### src/sv/rv32_pkg.sv
// Shared types, opcodes and constants for the rv32im step core.
`timescale 1ns / 1ps
`default_nettype none
package rv32_pkg;

  localparam int unsigned DmemWordsDefault = 16384;
  localparam int unsigned PcBitsDefault    = 16;
  localparam int unsigned XLEN             = 32;

  localparam logic [6:0] OP_IO     = 7'b0001011;
  localparam logic [6:0] OP_LUI    = 7'b0110111;
  localparam logic [6:0] OP_AUIPC  = 7'b0010111;
  localparam logic [6:0] OP_JAL    = 7'b1101111;
  localparam logic [6:0] OP_JALR   = 7'b1100111;
  localparam logic [6:0] OP_BRANCH = 7'b1100011;
  localparam logic [6:0] OP_LOAD   = 7'b0000011;
  localparam logic [6:0] OP_STORE  = 7'b0100011;
  localparam logic [6:0] OP_IMM    = 7'b0010011;
  localparam logic [6:0] OP_REG    = 7'b0110011;

  localparam logic [6:0] F7_BASE = 7'b0000000;
  localparam logic [6:0] F7_ALT  = 7'b0100000;
  localparam logic [6:0] F7_MUL  = 7'b0000001;

  // Operation codes for the shared execution unit
  typedef enum logic [3:0] {
    ALU_ADD  = 4'd0,
    ALU_SUB  = 4'd1,
    ALU_SLL  = 4'd2,
    ALU_SLT  = 4'd3,
    ALU_SLTU = 4'd4,
    ALU_XOR  = 4'd5,
    ALU_OR   = 4'd6,
    ALU_AND  = 4'd7,
    ALU_SRA  = 4'd8,
    ALU_MUL  = 4'd9,
    ALU_DIV  = 4'd10
  } alu_op_t;

  // Start request into the execution unit
  typedef struct packed {
    logic    start;
    alu_op_t op;
  } alu_req_t;

  // Completion status out of the execution unit
  typedef struct packed {
    logic        done;
    logic [31:0] result;
  } alu_rsp_t;

endpackage
`default_nettype wire

### src/sv/rv32_alu.sv
// Shared execution unit: registered logic ops, iterative multiply and divide.
`timescale 1ns / 1ps
`default_nettype none
module rv32_alu (
  input  wire logic              clk,
  input  wire logic              rst_n,
  input  wire rv32_pkg::alu_req_t req,
  input  wire logic [31:0]       a,
  input  wire logic [31:0]       b,
  output rv32_pkg::alu_rsp_t     rsp
);
  import rv32_pkg::*;

  logic        busy_r, busy_nxt;
  alu_op_t     op_r, op_nxt;
  logic [5:0]  cnt_r, cnt_nxt;
  logic [31:0] acc_r, acc_nxt;     // product or remainder
  logic [31:0] q_r, q_nxt;         // multiplier bits or quotient
  logic [31:0] d_r, d_nxt;         // multiplicand or divisor magnitude
  logic        neg_r, neg_nxt;
  logic        done_r, done_nxt;
  logic [31:0] res_r, res_nxt;

  logic [31:0] ua, ub, sra_v;
  logic [32:0] rem_sh, diff;

  assign ua    = a[31] ? (32'd0 - a) : a;
  assign ub    = b[31] ? (32'd0 - b) : b;
  assign sra_v = $signed(a) >>> b[4:0];
  assign rem_sh = {acc_r, q_r[31]};
  assign diff   = rem_sh - {1'b0, d_r};

  // Sequence one operation; multiply and divide take one bit per cycle
  always_comb begin
    busy_nxt = busy_r;
    op_nxt   = op_r;
    cnt_nxt  = cnt_r;
    acc_nxt  = acc_r;
    q_nxt    = q_r;
    d_nxt    = d_r;
    neg_nxt  = neg_r;
    done_nxt = 1'b0;
    res_nxt  = res_r;
    if (req.start) begin
      unique case (req.op)
        ALU_ADD:  begin res_nxt = a + b; done_nxt = 1'b1; end
        ALU_SUB:  begin res_nxt = a - b; done_nxt = 1'b1; end
        ALU_SLL:  begin res_nxt = a << b[4:0]; done_nxt = 1'b1; end
        ALU_SLT:  begin
          res_nxt = {31'd0, $signed(a) < $signed(b)}; done_nxt = 1'b1;
        end
        ALU_SLTU: begin res_nxt = {31'd0, a < b}; done_nxt = 1'b1; end
        ALU_XOR:  begin res_nxt = a ^ b; done_nxt = 1'b1; end
        ALU_OR:   begin res_nxt = a | b; done_nxt = 1'b1; end
        ALU_AND:  begin res_nxt = a & b; done_nxt = 1'b1; end
        ALU_SRA:  begin res_nxt = sra_v; done_nxt = 1'b1; end
        ALU_MUL:  begin
          busy_nxt = 1'b1; op_nxt = ALU_MUL; cnt_nxt = 6'd0;
          acc_nxt = 32'd0; q_nxt = b; d_nxt = a;
        end
        ALU_DIV:  begin
          if (b == 32'd0) begin
            res_nxt = '1; done_nxt = 1'b1;
          end else begin
            busy_nxt = 1'b1; op_nxt = ALU_DIV; cnt_nxt = 6'd0;
            acc_nxt = 32'd0; q_nxt = ua; d_nxt = ub;
            neg_nxt = a[31] ^ b[31];
          end
        end
        default: begin res_nxt = 32'd0; done_nxt = 1'b1; end
      endcase
    end else if (busy_r) begin
      cnt_nxt = cnt_r + 6'd1;
      if (op_r == ALU_MUL) begin
        // Shift-add, low 32 bits of the product only
        if (q_r[0]) acc_nxt = acc_r + d_r;
        q_nxt = q_r >> 1;
        d_nxt = d_r << 1;
      end else begin
        // Restoring division, one quotient bit per cycle
        if (!diff[32]) begin
          acc_nxt = diff[31:0];
          q_nxt   = {q_r[30:0], 1'b1};
        end else begin
          acc_nxt = rem_sh[31:0];
          q_nxt   = {q_r[30:0], 1'b0};
        end
      end
      if (cnt_r == 6'd31) begin
        busy_nxt = 1'b0;
        done_nxt = 1'b1;
        if (op_r == ALU_MUL) res_nxt = acc_nxt;
        else res_nxt = neg_r ? (32'd0 - q_nxt) : q_nxt;
      end
    end
  end

  always_ff @(posedge clk) begin
    if (!rst_n) begin
      busy_r <= 1'b0;
      done_r <= 1'b0;
      op_r   <= ALU_ADD;
      cnt_r  <= 6'd0;
    end else begin
      busy_r <= busy_nxt;
      done_r <= done_nxt;
      op_r   <= op_nxt;
      cnt_r  <= cnt_nxt;
    end
    acc_r <= acc_nxt;
    q_r   <= q_nxt;
    d_r   <= d_nxt;
    neg_r <= neg_nxt;
    res_r <= res_nxt;
  end

  assign rsp.done   = done_r;
  assign rsp.result = res_r;
endmodule
`default_nettype wire

### config.mk
export PLATFORM = sky130hd
export DESIGN_NAME = rv32_alu
export DESIGN_NICKNAME = d
export VERILOG_FILES = /design/src/sv/rv32_pkg.sv /design/src/sv/rv32_alu.sv
export SDC_FILE = /design/constraint.sdc
export NUM_CORES = 1
export LEC_CHECK = 0
export BUFFER_PORTS_ARGS = -buffer_cell sky130_fd_sc_hd__buf_2
export CORE_MARGIN = 8
export CORE_UTILIZATION = 40
export CTS_CLUSTER_DIAMETER = 60
export DETAILED_ROUTE_END_ITERATION = 8
export HOLD_SLACK_MARGIN = 0.05
export PLACE_DENSITY = 0.62
export SYNTH_ARGS = -nofsm -noshare
export SYNTH_HDL_FRONTEND = slang
export SYNTH_SLANG_ARGS = --single-unit
### constraint.sdc
create_clock -name clk -period 4.24 [get_ports clk]
set_input_delay 0.212 -clock clk [delete_from_list [all_inputs] [get_ports clk]]
set_output_delay 0.212 -clock clk [all_outputs]
set_load 0.02 [all_outputs]
Yosys cells after proc, flatten, opt, wreduce, memory -nomap -nowiden
Cells that the tools add are included.
{ "op_classes": {"order_cmp": 2, "n_reduce_logical": 12, "eq_ne": 17, "muxes": 45, "shifts": 2, "n_bitwise": 5, "n_addsub": 8} }
{ "op_table": {"columns": ["op", "count"], "rows": [
  ["32-bit 2-to-1 mux", 24],
  ["32-bit case mux with 11 select lines", 1],
  ["32-bit case mux with 2 select lines", 3],
  ["1-bit by 32-bit subtractor with 32-bit output (first input constant)", 3],
  ["32-bit adder", 2],
  ["32-bit less-than comparator", 2],
  ["33-bit by 32-bit subtractor with 33-bit output", 1],
  ["32-bit bitwise AND", 1],
  ["32-bit zero test", 1],
  ["32-bit OR", 1],
  ["32-bit by 5-bit left shift with 32-bit output", 1],
  ["32-bit by 5-bit >>> shifter with 32-bit output", 1],
  ["32-bit subtractor", 1],
  ["32-bit XOR", 1],
  ["6-bit 2-to-1 mux", 3],
  ["4-bit by 3-bit equality test with 1-bit output (second input constant)", 4],
  ["4-bit equality test (second input constant)", 4],
  ["6-bit case mux with 2 select lines", 1],
  ["1-bit 2-to-1 mux", 9],
  ["3-bit AND reduction", 3],
  ["4-bit by 2-bit equality test with 1-bit output (second input constant)", 2],
  ["4-bit case mux with 2 select lines", 1],
  ["4-bit AND reduction", 2],
  ["2-bit nonzero test", 4],
  ["12 further kinds", 15]
]} }
{ "totals": {"in_bits": 71, "reg_bits": 141, "out_inout_bits": 33, "word_cells": 100} }

Depth between registers and ports, before layout
Gate-level depths: netlist of the first run.
{ "logic_depth": {"word_depth": 11, "depth_mapped": 21, "ltp_nobuf": 21} }

Least setup slack after synthesis of the first run
No wires, ideal clock.
{ "synth_path": {"path_kind": "flip-flop to flip-flop", "start": "register d_r[0]", "end": "register res_r[30], data pin", "path_stages_with_launch": 21, "synth_period_minus_slack_ps": 4603, "setup_time_ps": 266, "arrival_ps": 4337, "n_path_buf": 0, "slack_ps": -363, "required_time_ps": 3974, "path_cell_list": "edfxtp_1 -> ha_1 -> fa_1 -> nor2b_1 -> o31a_1 -> o22ai_1 -> o21ai_1 -> a21oi_1 -> nor4_1 -> nor3_1 -> a21oi_1 -> ha_1 -> nand3_1 -> or3_1 -> nor2_1 -> nand2_1 -> o21ai_0 -> xor2_1 -> nor2_1 -> nor4b_1 -> nand3_1"} }
{ "synth_between": {"elab_chain_len": 11, "word_cells_on_any_way": 15, "cone_classes": "add/sub: 3; mux: 12"} }
{ "synth_lines": {"columns": ["element", "line_no", "source"], "rows": [
  ["start, declared", "rv32_alu.sv:19", "logic [31:0] d_r, d_nxt;"],
  ["start signal, assigned", "rv32_alu.sv:112", "d_r <= d_nxt;"],
  ["33-bit by 32-bit subtractor with 33-bit output", "rv32_alu.sv:31", "assign diff = rem_sh - {1'b0, d_r};"],
  ["1-bit 2-to-1 mux", "rv32_alu.sv:81", "if (!diff[32]) begin"],
  ["32-bit 2-to-1 mux", "rv32_alu.sv:74", "if (op_r == ALU_MUL) begin"],
  ["32-bit 2-to-1 mux", "rv32_alu.sv:72", "end else if (busy_r) begin"],
  ["32-bit 2-to-1 mux", "rv32_alu.sv:44", "if (req.start) begin"],
  ["1-bit by 32-bit subtractor with 32-bit output", "rv32_alu.sv:93", "else res_nxt = neg_r ? (32'd0 - q_nxt) : q_nxt;"],
  ["32-bit 2-to-1 mux", "rv32_alu.sv:93", null],
  ["32-bit 2-to-1 mux *", "rv32_alu.sv:92", "if (op_r == ALU_MUL) res_nxt = acc_nxt;"],
  ["32-bit 2-to-1 mux *", "rv32_alu.sv:89", "if (cnt_r == 6'd31) begin"],
  ["32-bit 2-to-1 mux *", "rv32_alu.sv:72", null],
  ["32-bit 2-to-1 mux *", "rv32_alu.sv:44", null],
  ["net res_nxt[30]", "rv32_alu.sv:22", "logic [31:0] res_r, res_nxt;"],
  ["end signal, assigned", "rv32_alu.sv:114", "res_r <= res_nxt;"],
  ["end, declared", "rv32_alu.sv:22", null]
]} }
The timed path passes the listed nets; every way through them passes the cells marked *. The select of a mux whose other input is x is not followed.
A chain may end at the register's enable or synchronous reset.

Worst setup path after layout of the first run
{ "layout_path": {"start": "register q_r[31]", "end": "register res_r[30], data pin"} }
{ "layout_between": {"elab_chain_len": 11, "word_cells_on_any_way": 13, "cone_classes": "add/sub: 2; mux: 11"} }
{ "layout_lines": {"columns": ["element", "line_no", "source"], "rows": [
  ["start, declared", "rv32_alu.sv:18", "logic [31:0] q_r, q_nxt;"],
  ["start signal, assigned", "rv32_alu.sv:111", "q_r <= q_nxt;"],
  ["33-bit by 32-bit subtractor with 33-bit output", "rv32_alu.sv:31", null],
  ["1-bit 2-to-1 mux", "rv32_alu.sv:81", null],
  ["32-bit 2-to-1 mux", "rv32_alu.sv:74", null],
  ["32-bit 2-to-1 mux", "rv32_alu.sv:72", null],
  ["32-bit 2-to-1 mux", "rv32_alu.sv:44", null],
  ["1-bit by 32-bit subtractor with 32-bit output", "rv32_alu.sv:93", null],
  ["32-bit 2-to-1 mux", "rv32_alu.sv:93", null],
  ["32-bit 2-to-1 mux *", "rv32_alu.sv:92", null],
  ["32-bit 2-to-1 mux *", "rv32_alu.sv:89", null],
  ["32-bit 2-to-1 mux *", "rv32_alu.sv:72", null],
  ["32-bit 2-to-1 mux *", "rv32_alu.sv:44", null],
  ["net res_nxt[30]", "rv32_alu.sv:22", null]
]} }
Marked as above.

==> results of run 1 <==
[registers in the layout (all words and copies together), names as in the netlist]
signal	count
acc_r	32
busy_r	1
cnt_r	6
d_r	32
done_r	1
neg_r	1
op_r	3
q_r	32
res_r	32
[per-layer routing]
metal	global-route usage, %	share of wire, %	vias to the layer above
met3	4.707	8.3	239
met1	40.03	42	11270
met5	0	0.043	-
met2	48.50	45	1205
met4	12.23	4.5	6
li1	-	-	10620
[stage by stage]
stage                     utilization [%]  hold WS (ps)
after detailed placement            45.62         500.2
after floorplan                         -         333.7
after global routing                47.26         94.52
after global placement              45.62         482.3
final                               47.28         95.56
after CTS                           46.97         90.61
[layout by cell type (no fill, tap or decap), drive strengths merged, types with 37 or more instances in the layout]
| master | instances |
|---|---|
| a21o | 40 |
| a21oi | 225 |
| buf | 382 |
| edfxtp | 129 |
| ha | 164 |
| inv | 165 |
| mux2i | 102 |
| mux4 | 37 |
| nand2 | 254 |
| nand3 | 54 |
| nor2 | 224 |
| nor3 | 55 |
| o211ai | 81 |
| o21ai | 275 |
| o31ai | 43 |
| xnor2 | 117 |
[power breakdown]
group          leakage [nW]  total, mW  switching (mW)  internal, mW
Sequential             1.30       1.63          0.0411          1.59
Combinational          8.57       2.36            1.48         0.871
Clock                 0.295       1.54           0.682         0.858
[cells in the mapped netlist, drive strengths merged (8+ instances only)]
master	count	area (um2)
and3	24	150.1
a221o	8	80.08
a221oi	15	131.4
or3	26	167.7
mux4	37	848.3
nor3	55	275.3
o311ai	10	87.58
buf	37	165.1
nor2	224	840.8
o211ai	81	613.1
a31oi	30	187.7
nand2	254	953.4
nand2b	21	131.4
o22ai	22	137.6
o41ai	12	105.1
a211oi	31	232.7
a21o	40	300.3
a21oi	225	1130
nor2b	21	131.4
ha	164	2052
nor4	18	133.9
xor2	36	315.3
o31ai	43	336.6
a2111oi	13	113.9
o21bai	28	210.2
o21a	22	165.2
xnor2	117	1025
a21boi	11	82.58
inv	156	585.6
nand3	54	270.3
o21ai	275	1384
and2	13	83.83
edfxtp	129	3874
dfxtp	11	220.2
a211o	16	140.1
mux2i	102	1021
clkbuf	159	596.8
a22oi	10	75.07
nand4	22	143.9
mux2	27	304.0
o221ai	27	236.5
o2111ai	13	113.9
[final timing paths]
check	startpoint	to	slack, ps	cells past startpoint
min reg2reg	op_r[3]	op_r[3]	510	2
max	q_r[31]	res_r[30]	-80	22
max reg2reg	q_r[31]	res_r[30]	-80	22
min	rst_n	busy_r	100	2
[area by class of cell]
| cell class | count | area [um2] | share of cell area, % |
|---|---|---|---|
| inverter | 156 | 594.3 | 2.407 |
| multi-input combinational | 2241 | 15840 | 64.15 |
| clock inverter | 12 | 108.9 | 0.4408 |
| tap | 688 | 860.8 | 3.486 |
| antenna | 4 | 10.01 | 0.04053 |
| timing repair buffer | 382 | 2698 | 10.92 |
| clock buffer | 20 | 489.2 | 1.981 |
| sequential | 140 | 4094 | 16.58 |
[cells by family after synthesis]
group	count (synthesis)	synth area share [%]
compound gates	981	30.05
simple gates	773	17.22
buf+inv	352	6.409
fa+ha+maj	168	10.14
mux	166	10.34
xor+xnor	153	6.373
flops	140	19.47
[what timing repair did]
action                     4_1_cts  5_1_grt
pin swaps                       10       14
setup buffers                    5       10
gates resized for setup         16       17
setup endpoints to repair        9        9
hold endpoints to repair         0        0
==> results.json, run 1 <==
{
  "status": "complete, but fails checks",
  "violations": "design-rule violations, negative setup slack",
  "core_um2": 52240,
  "synth_edf_count": 129,
  "max_slew_margin_pct": 18.46,
  "max_freq_mhz": 231.6,
  "min_path_type": "in2reg",
  "cts_tree": "yes",
  "yosys_warnings": 0,
  "nets": 3177,
  "setup_tns_ps": -175.7,
  "synthCells": 2733,
  "cts-root-buf": "clkbuf_16",
  "start_util_pct": 40.25,
  "worst-endpoint-arrival_ps": 4500,
  "dp_hpwl_mm": 73.94,
  "dp_cells": 3592,
  "power.leakage_nw": 10.17,
  "avgSynthCellArea_um2": 7.694,
  "crit_required_ps": 4430,
  "postPlaceCellArea_um2": 23830,
  "drt_first_iter_violations": 2966,
  "cpPeakStageDelay_ps": 410,
  "async_flop_share_pct": 0,
  "via_per_inst": 6.408,
  "worstSetupPathType": "reg2reg",
  "total_power_mw": 5.527,
  "cts_htree_levels": 4,
  "grt_use_total_pct": 30.15,
  "synth-main-ff-cell": "edfxtp_1",
  "syn-num-nets": 2972,
  "layout_setup_ws_ps": -77.69,
  "port_buffers": 103,
  "slew_viol_final": 0,
  "cts-buffers-inserted": 17,
  "final_area_um2": 24700,
  "first_pass_iters": 8,
  "n_fill_cell": 5191,
  "cts.hold.buffers_added": 0,
  "drtAntennaViolNets": 0,
  "clkTransAtPathRegs_ps": 70,
  "cp-start-kind": "flop",
  "grt_pass1_vias": 22350,
  "syn-cell-area_um2": 21030,
  "cp-end-kind": "flop",
  "dieWidth_um": 245.3,
  "boundaryPins": 104,
  "vias": 23350,
  "drc_errors": 3,
  "fin_crit_ps": 4318,
  "skew_ps": 12.80,
  "vdd_drop_max_v": 0.0002861,
  "final_cells": 3643,
  "final_layout_size_suffix_gt1_share_pct": 18.37,
  "gp_congestion": 1.027,
  "die_y_um": 245.3,
  "fp-row-count": 84,
  "hold_viol": 0,
  "grt_max_degree": 94,
  "p_per_area_nw_per_um2": 223.8,
  "syn2layout_area_growth_pct": 17.45,
  "antenna_found_initial": 8,
  "period_share_pct": 101.8,
  "cts_sinks": 140,
  "path_cells": "inv_2, ha_4, fa_2, nor2b_2, o31a_1, o22ai_4, o21ai_4, a21oi_4, buf_6, a31o_4, nor3_4, a21oi_2, ha_2, nand3_2, or3_4, nor2_4, nand2_4, o21ai_2, xor2_1, nor2_1, nor4b_2, nand3_1",
  "synth_cell_types": 91,
  "gr-total-overflow": 0,
  "cp_max_fo": 3,
  "dieArea_um2": 60160,
  "grt_pass1_wl_mm": 140.4,
  "worst_skew_pair.late_latency_ps": 450,
  "setup_viol": 5,
  "rsz0062_at_grt": "yes",
  "clockBufferDepth": 2,
  "wl_per_cell_um": 26.04,
  "synth.yosys.seq_area_share_pct": 19.47,
  "dp_slack_ps": -696.3,
  "slowest_stage": "edfxtp_1",
  "timing.critical_path.buf_inv": 2,
  "maxCapViolCount": 0,
  "max_slew.worst_pin.slew_ps": 1223,
  "yosys_register_bits": 140,
  "routed_wl_mm": 94.87,
  "path_delay_family": "compound AO/OA/AOI/OAI gates"
}
No activity file was read; power rests on OpenSTA's default activity.
==> run 2, diff against run 1 <==
--- a/config.mk
+++ b/config.mk
@@ -7,11 +7,12 @@
 export LEC_CHECK = 0
 export BUFFER_PORTS_ARGS = -buffer_cell sky130_fd_sc_hd__buf_2
 export CORE_MARGIN = 8
-export CORE_UTILIZATION = 40
+export CORE_UTILIZATION = 52
 export CTS_CLUSTER_DIAMETER = 60
+export CTS_CLUSTER_SIZE = 25
 export DETAILED_ROUTE_END_ITERATION = 8
 export HOLD_SLACK_MARGIN = 0.05
-export PLACE_DENSITY = 0.62
+export PLACE_DENSITY = 0.73
 export SYNTH_ARGS = -nofsm -noshare
 export SYNTH_HDL_FRONTEND = slang
 export SYNTH_SLANG_ARGS = --single-unit
==> run 2 against run 1 <==
  * The flow finishes with violations (negative setup slack)
  * Die area is 22% lower
  * Critical path type unchanged
  * Setup slack got worse by 160 ps
  * Cell area fell by 1.6%
  * First-iteration DRC count down 2.1%
  * Sequential share of layout area is 0.27 points higher
  * Highest routed layer unchanged
==> results.json, run 2 (same netlist as run 1, synthesis figures left out) <==
{
  "gp_congestion": 1.064,
  "routed_wl_mm": 90.00,
  "worstSetupPathType": "reg2reg",
  "grt_pass1_vias": 22390,
  "p_switching_mw": 2.115,
  "total_power_mw": 5.503,
  "max_slew_margin_pct": 19.60,
  "hold_viol": 0,
  "layout_commonest_cell": "o21ai_0",
  "dieWidth_um": 217.1,
  "cts.hold.buffers_added": 0,
  "grt_use_total_pct": 36.73,
  "violations": "negative setup slack",
  "fin_crit_ps": 4474,
  "clockPowerShare_pct": 28.7,
  "met3_usage_pct": 7.559,
  "swShare_pct": 38.43,
  "slew_viol_final": 0,
  "maxCapViolCount": 0,
  "grt_pass1_wl_mm": 134.9,
  "fp-row-count": 73,
  "clkTransAtPathRegs_ps": 60,
  "die_y_um": 217.1,
  "worst_skew_pair.late_latency_ps": 450,
  "gr-total-overflow": 0,
  "timing.rr.start": "q_r[31]",
  "final_cell_mix": "o21ai_0 (268), nand2_1 (252), buf_4 (250)",
  "final_layout_size_suffix_gt1_share_pct": 17.42,
  "period_share_pct": 105.5,
  "startpoint": "q_r[31]",
  "vias": 23380,
  "slowest_stage": "edfxtp_1",
  "p_int_mw": 3.388,
  "crit_required_ps": 4420,
  "sequentialPowerShare_pct": 29.7,
  "worst-endpoint-arrival_ps": 4650,
  "via_per_inst": 6.761,
  "dp_slack_ps": -726.6,
  "drtAntennaViolNets": 0,
  "cts-buffers-inserted": 17,
  "p_per_area_nw_per_um2": 226.4,
  "nets": 3153,
  "clockBufferDepth": 2,
  "status": "complete, but fails checks",
  "port_buffers": 103,
  "grt_busiest_layer": "met2",
  "grtUsageMet2_pct": 58.14,
  "cp_max_fo": 3,
  "first_pass_iters": 6,
  "max_slew.worst_pin.slew_ps": 1206,
  "grt_max_degree": 79,
  "power.leakage_nw": 10.04,
  "dieArea_um2": 47130,
  "boundaryPins": 104,
  "vdd_drop_max_v": 0.0003118,
  "wl_per_cell_um": 26.03,
  "met1_usage_pct": 47.50,
  "antenna_found_initial": 9,
  "cts_sinks": 140,
  "cpPeakStageDelay_ps": 400,
  "rsz0062_at_grt": "yes",
  "final_core_util_pct": 61.03,
  "min_from": "rst_n",
  "path_delay_family": "simple AND/OR/NAND/NOR gates",
  "cts_tree": "yes",
  "dp_hpwl_mm": 68.95,
  "drt_first_iter_violations": 2905,
  "cp-end-kind": "flop",
  "cts-root-buf": "clkbuf_16",
  "cp-start-kind": "flop",
  "start_util_pct": 52.80,
  "timing.critical_path.buf_inv": 3,
  "n_fill_cell": 3640,
  "core_um2": 39820,
  "cts_htree_levels": 4,
  "p_comb_share_pct": 41.6,
  "min_path_type": "in2reg",
  "path_cells": "inv_2, ha_4, fa_2, nor2b_2, o31a_1, o22ai_4, o21ai_4, a21oi_4, buf_6, buf_4, a31o_4, nor3_4, a21oi_2, ha_2, nand3_2, or3_4, nor2_4, nand2_2, o21ai_2, xor2_1, nor2_1, nor4b_2, nand3_1",
  "final_area_um2": 24300,
  "layout_setup_ws_ps": -233.8,
  "syn2layout_area_growth_pct": 15.59,
  "postPlaceCellArea_um2": 23410,
  "drc_errors": 0,
  "setup_viol": 6,
  "skew_ps": 16.14,
  "max_freq_mhz": 223.5
}
==> run 2: cell count changes in the layout (fill, tap and decap cells not counted), moves of 2 or more <==
cell and delta:
clkbuf_16 +3, inv_8 -3, buf_4 -23, diode_2 +2
clkbuf_1 +2
==> run 2: routing by layer <==
layer | wire (um) | vias to the layer above
met5 | 32 | -
met4 | 4411 | 4
met3 | 9835 | 242
met2 | 40370 | 1414
met1 | 35350 | 11140
li1 | - | 10580
==> run 2: repair_timing <==
| item | CTS | global route |
|---|---|---|
| pin swaps | 15 | 4 |
| resized for setup | 18 | 4 |
| buffers inserted | 16 | 5 |
| setup endpoints to repair | 9 | 10 |
==> run 2: final cells by class <==
class | instances | area [um2] | share of cell area, %
antenna | 6 | 15.01 | 0.06178
clock buffer | 25 | 571.8 | 2.353
clock inverter | 7 | 57.56 | 0.2368
inverter | 156 | 594.3 | 2.445
multi-input combinational | 2241 | 15800 | 65.01
sequential | 140 | 4094 | 16.84
tap | 525 | 656.9 | 2.703
timing repair buffer | 358 | 2514 | 10.34
==> run 2: worst paths after layout <==
check,endpoint,cells after the start,slack (ps)
max,res_r[30],23,-230
min,done_r,2,70
max reg2reg,res_r[30],23,-230
min reg2reg,op_r[3],2,500
==> run 2: power groups by stage <==
stage / logic, mW / clock network (mW) / registers [mW]
after CTS: 2.21 / 1.58 / 1.63
final: 2.29 / 1.58 / 1.63
after global placement: 2.16 / 0 / 1.66
after detailed placement: 2.18 / 0 / 1.66
after floorplan: 1.35 / 0 / 1.69
after global routing: 2.43 / 1.63 / 1.64
==> run 2: through the flow <==
stage	hold slack, ps	TNS [ps]	std cells
6_report	66.95	-713.8	3458
5_1_grt	77.73	-1799	3457
4_1_cts	60.53	-236.1	3447
3_5_place_dp	485.1	-3259	3399
3_3_place_gp	469.5	-2271	3399
2_1_floorplan	333.7	-10.17	2733
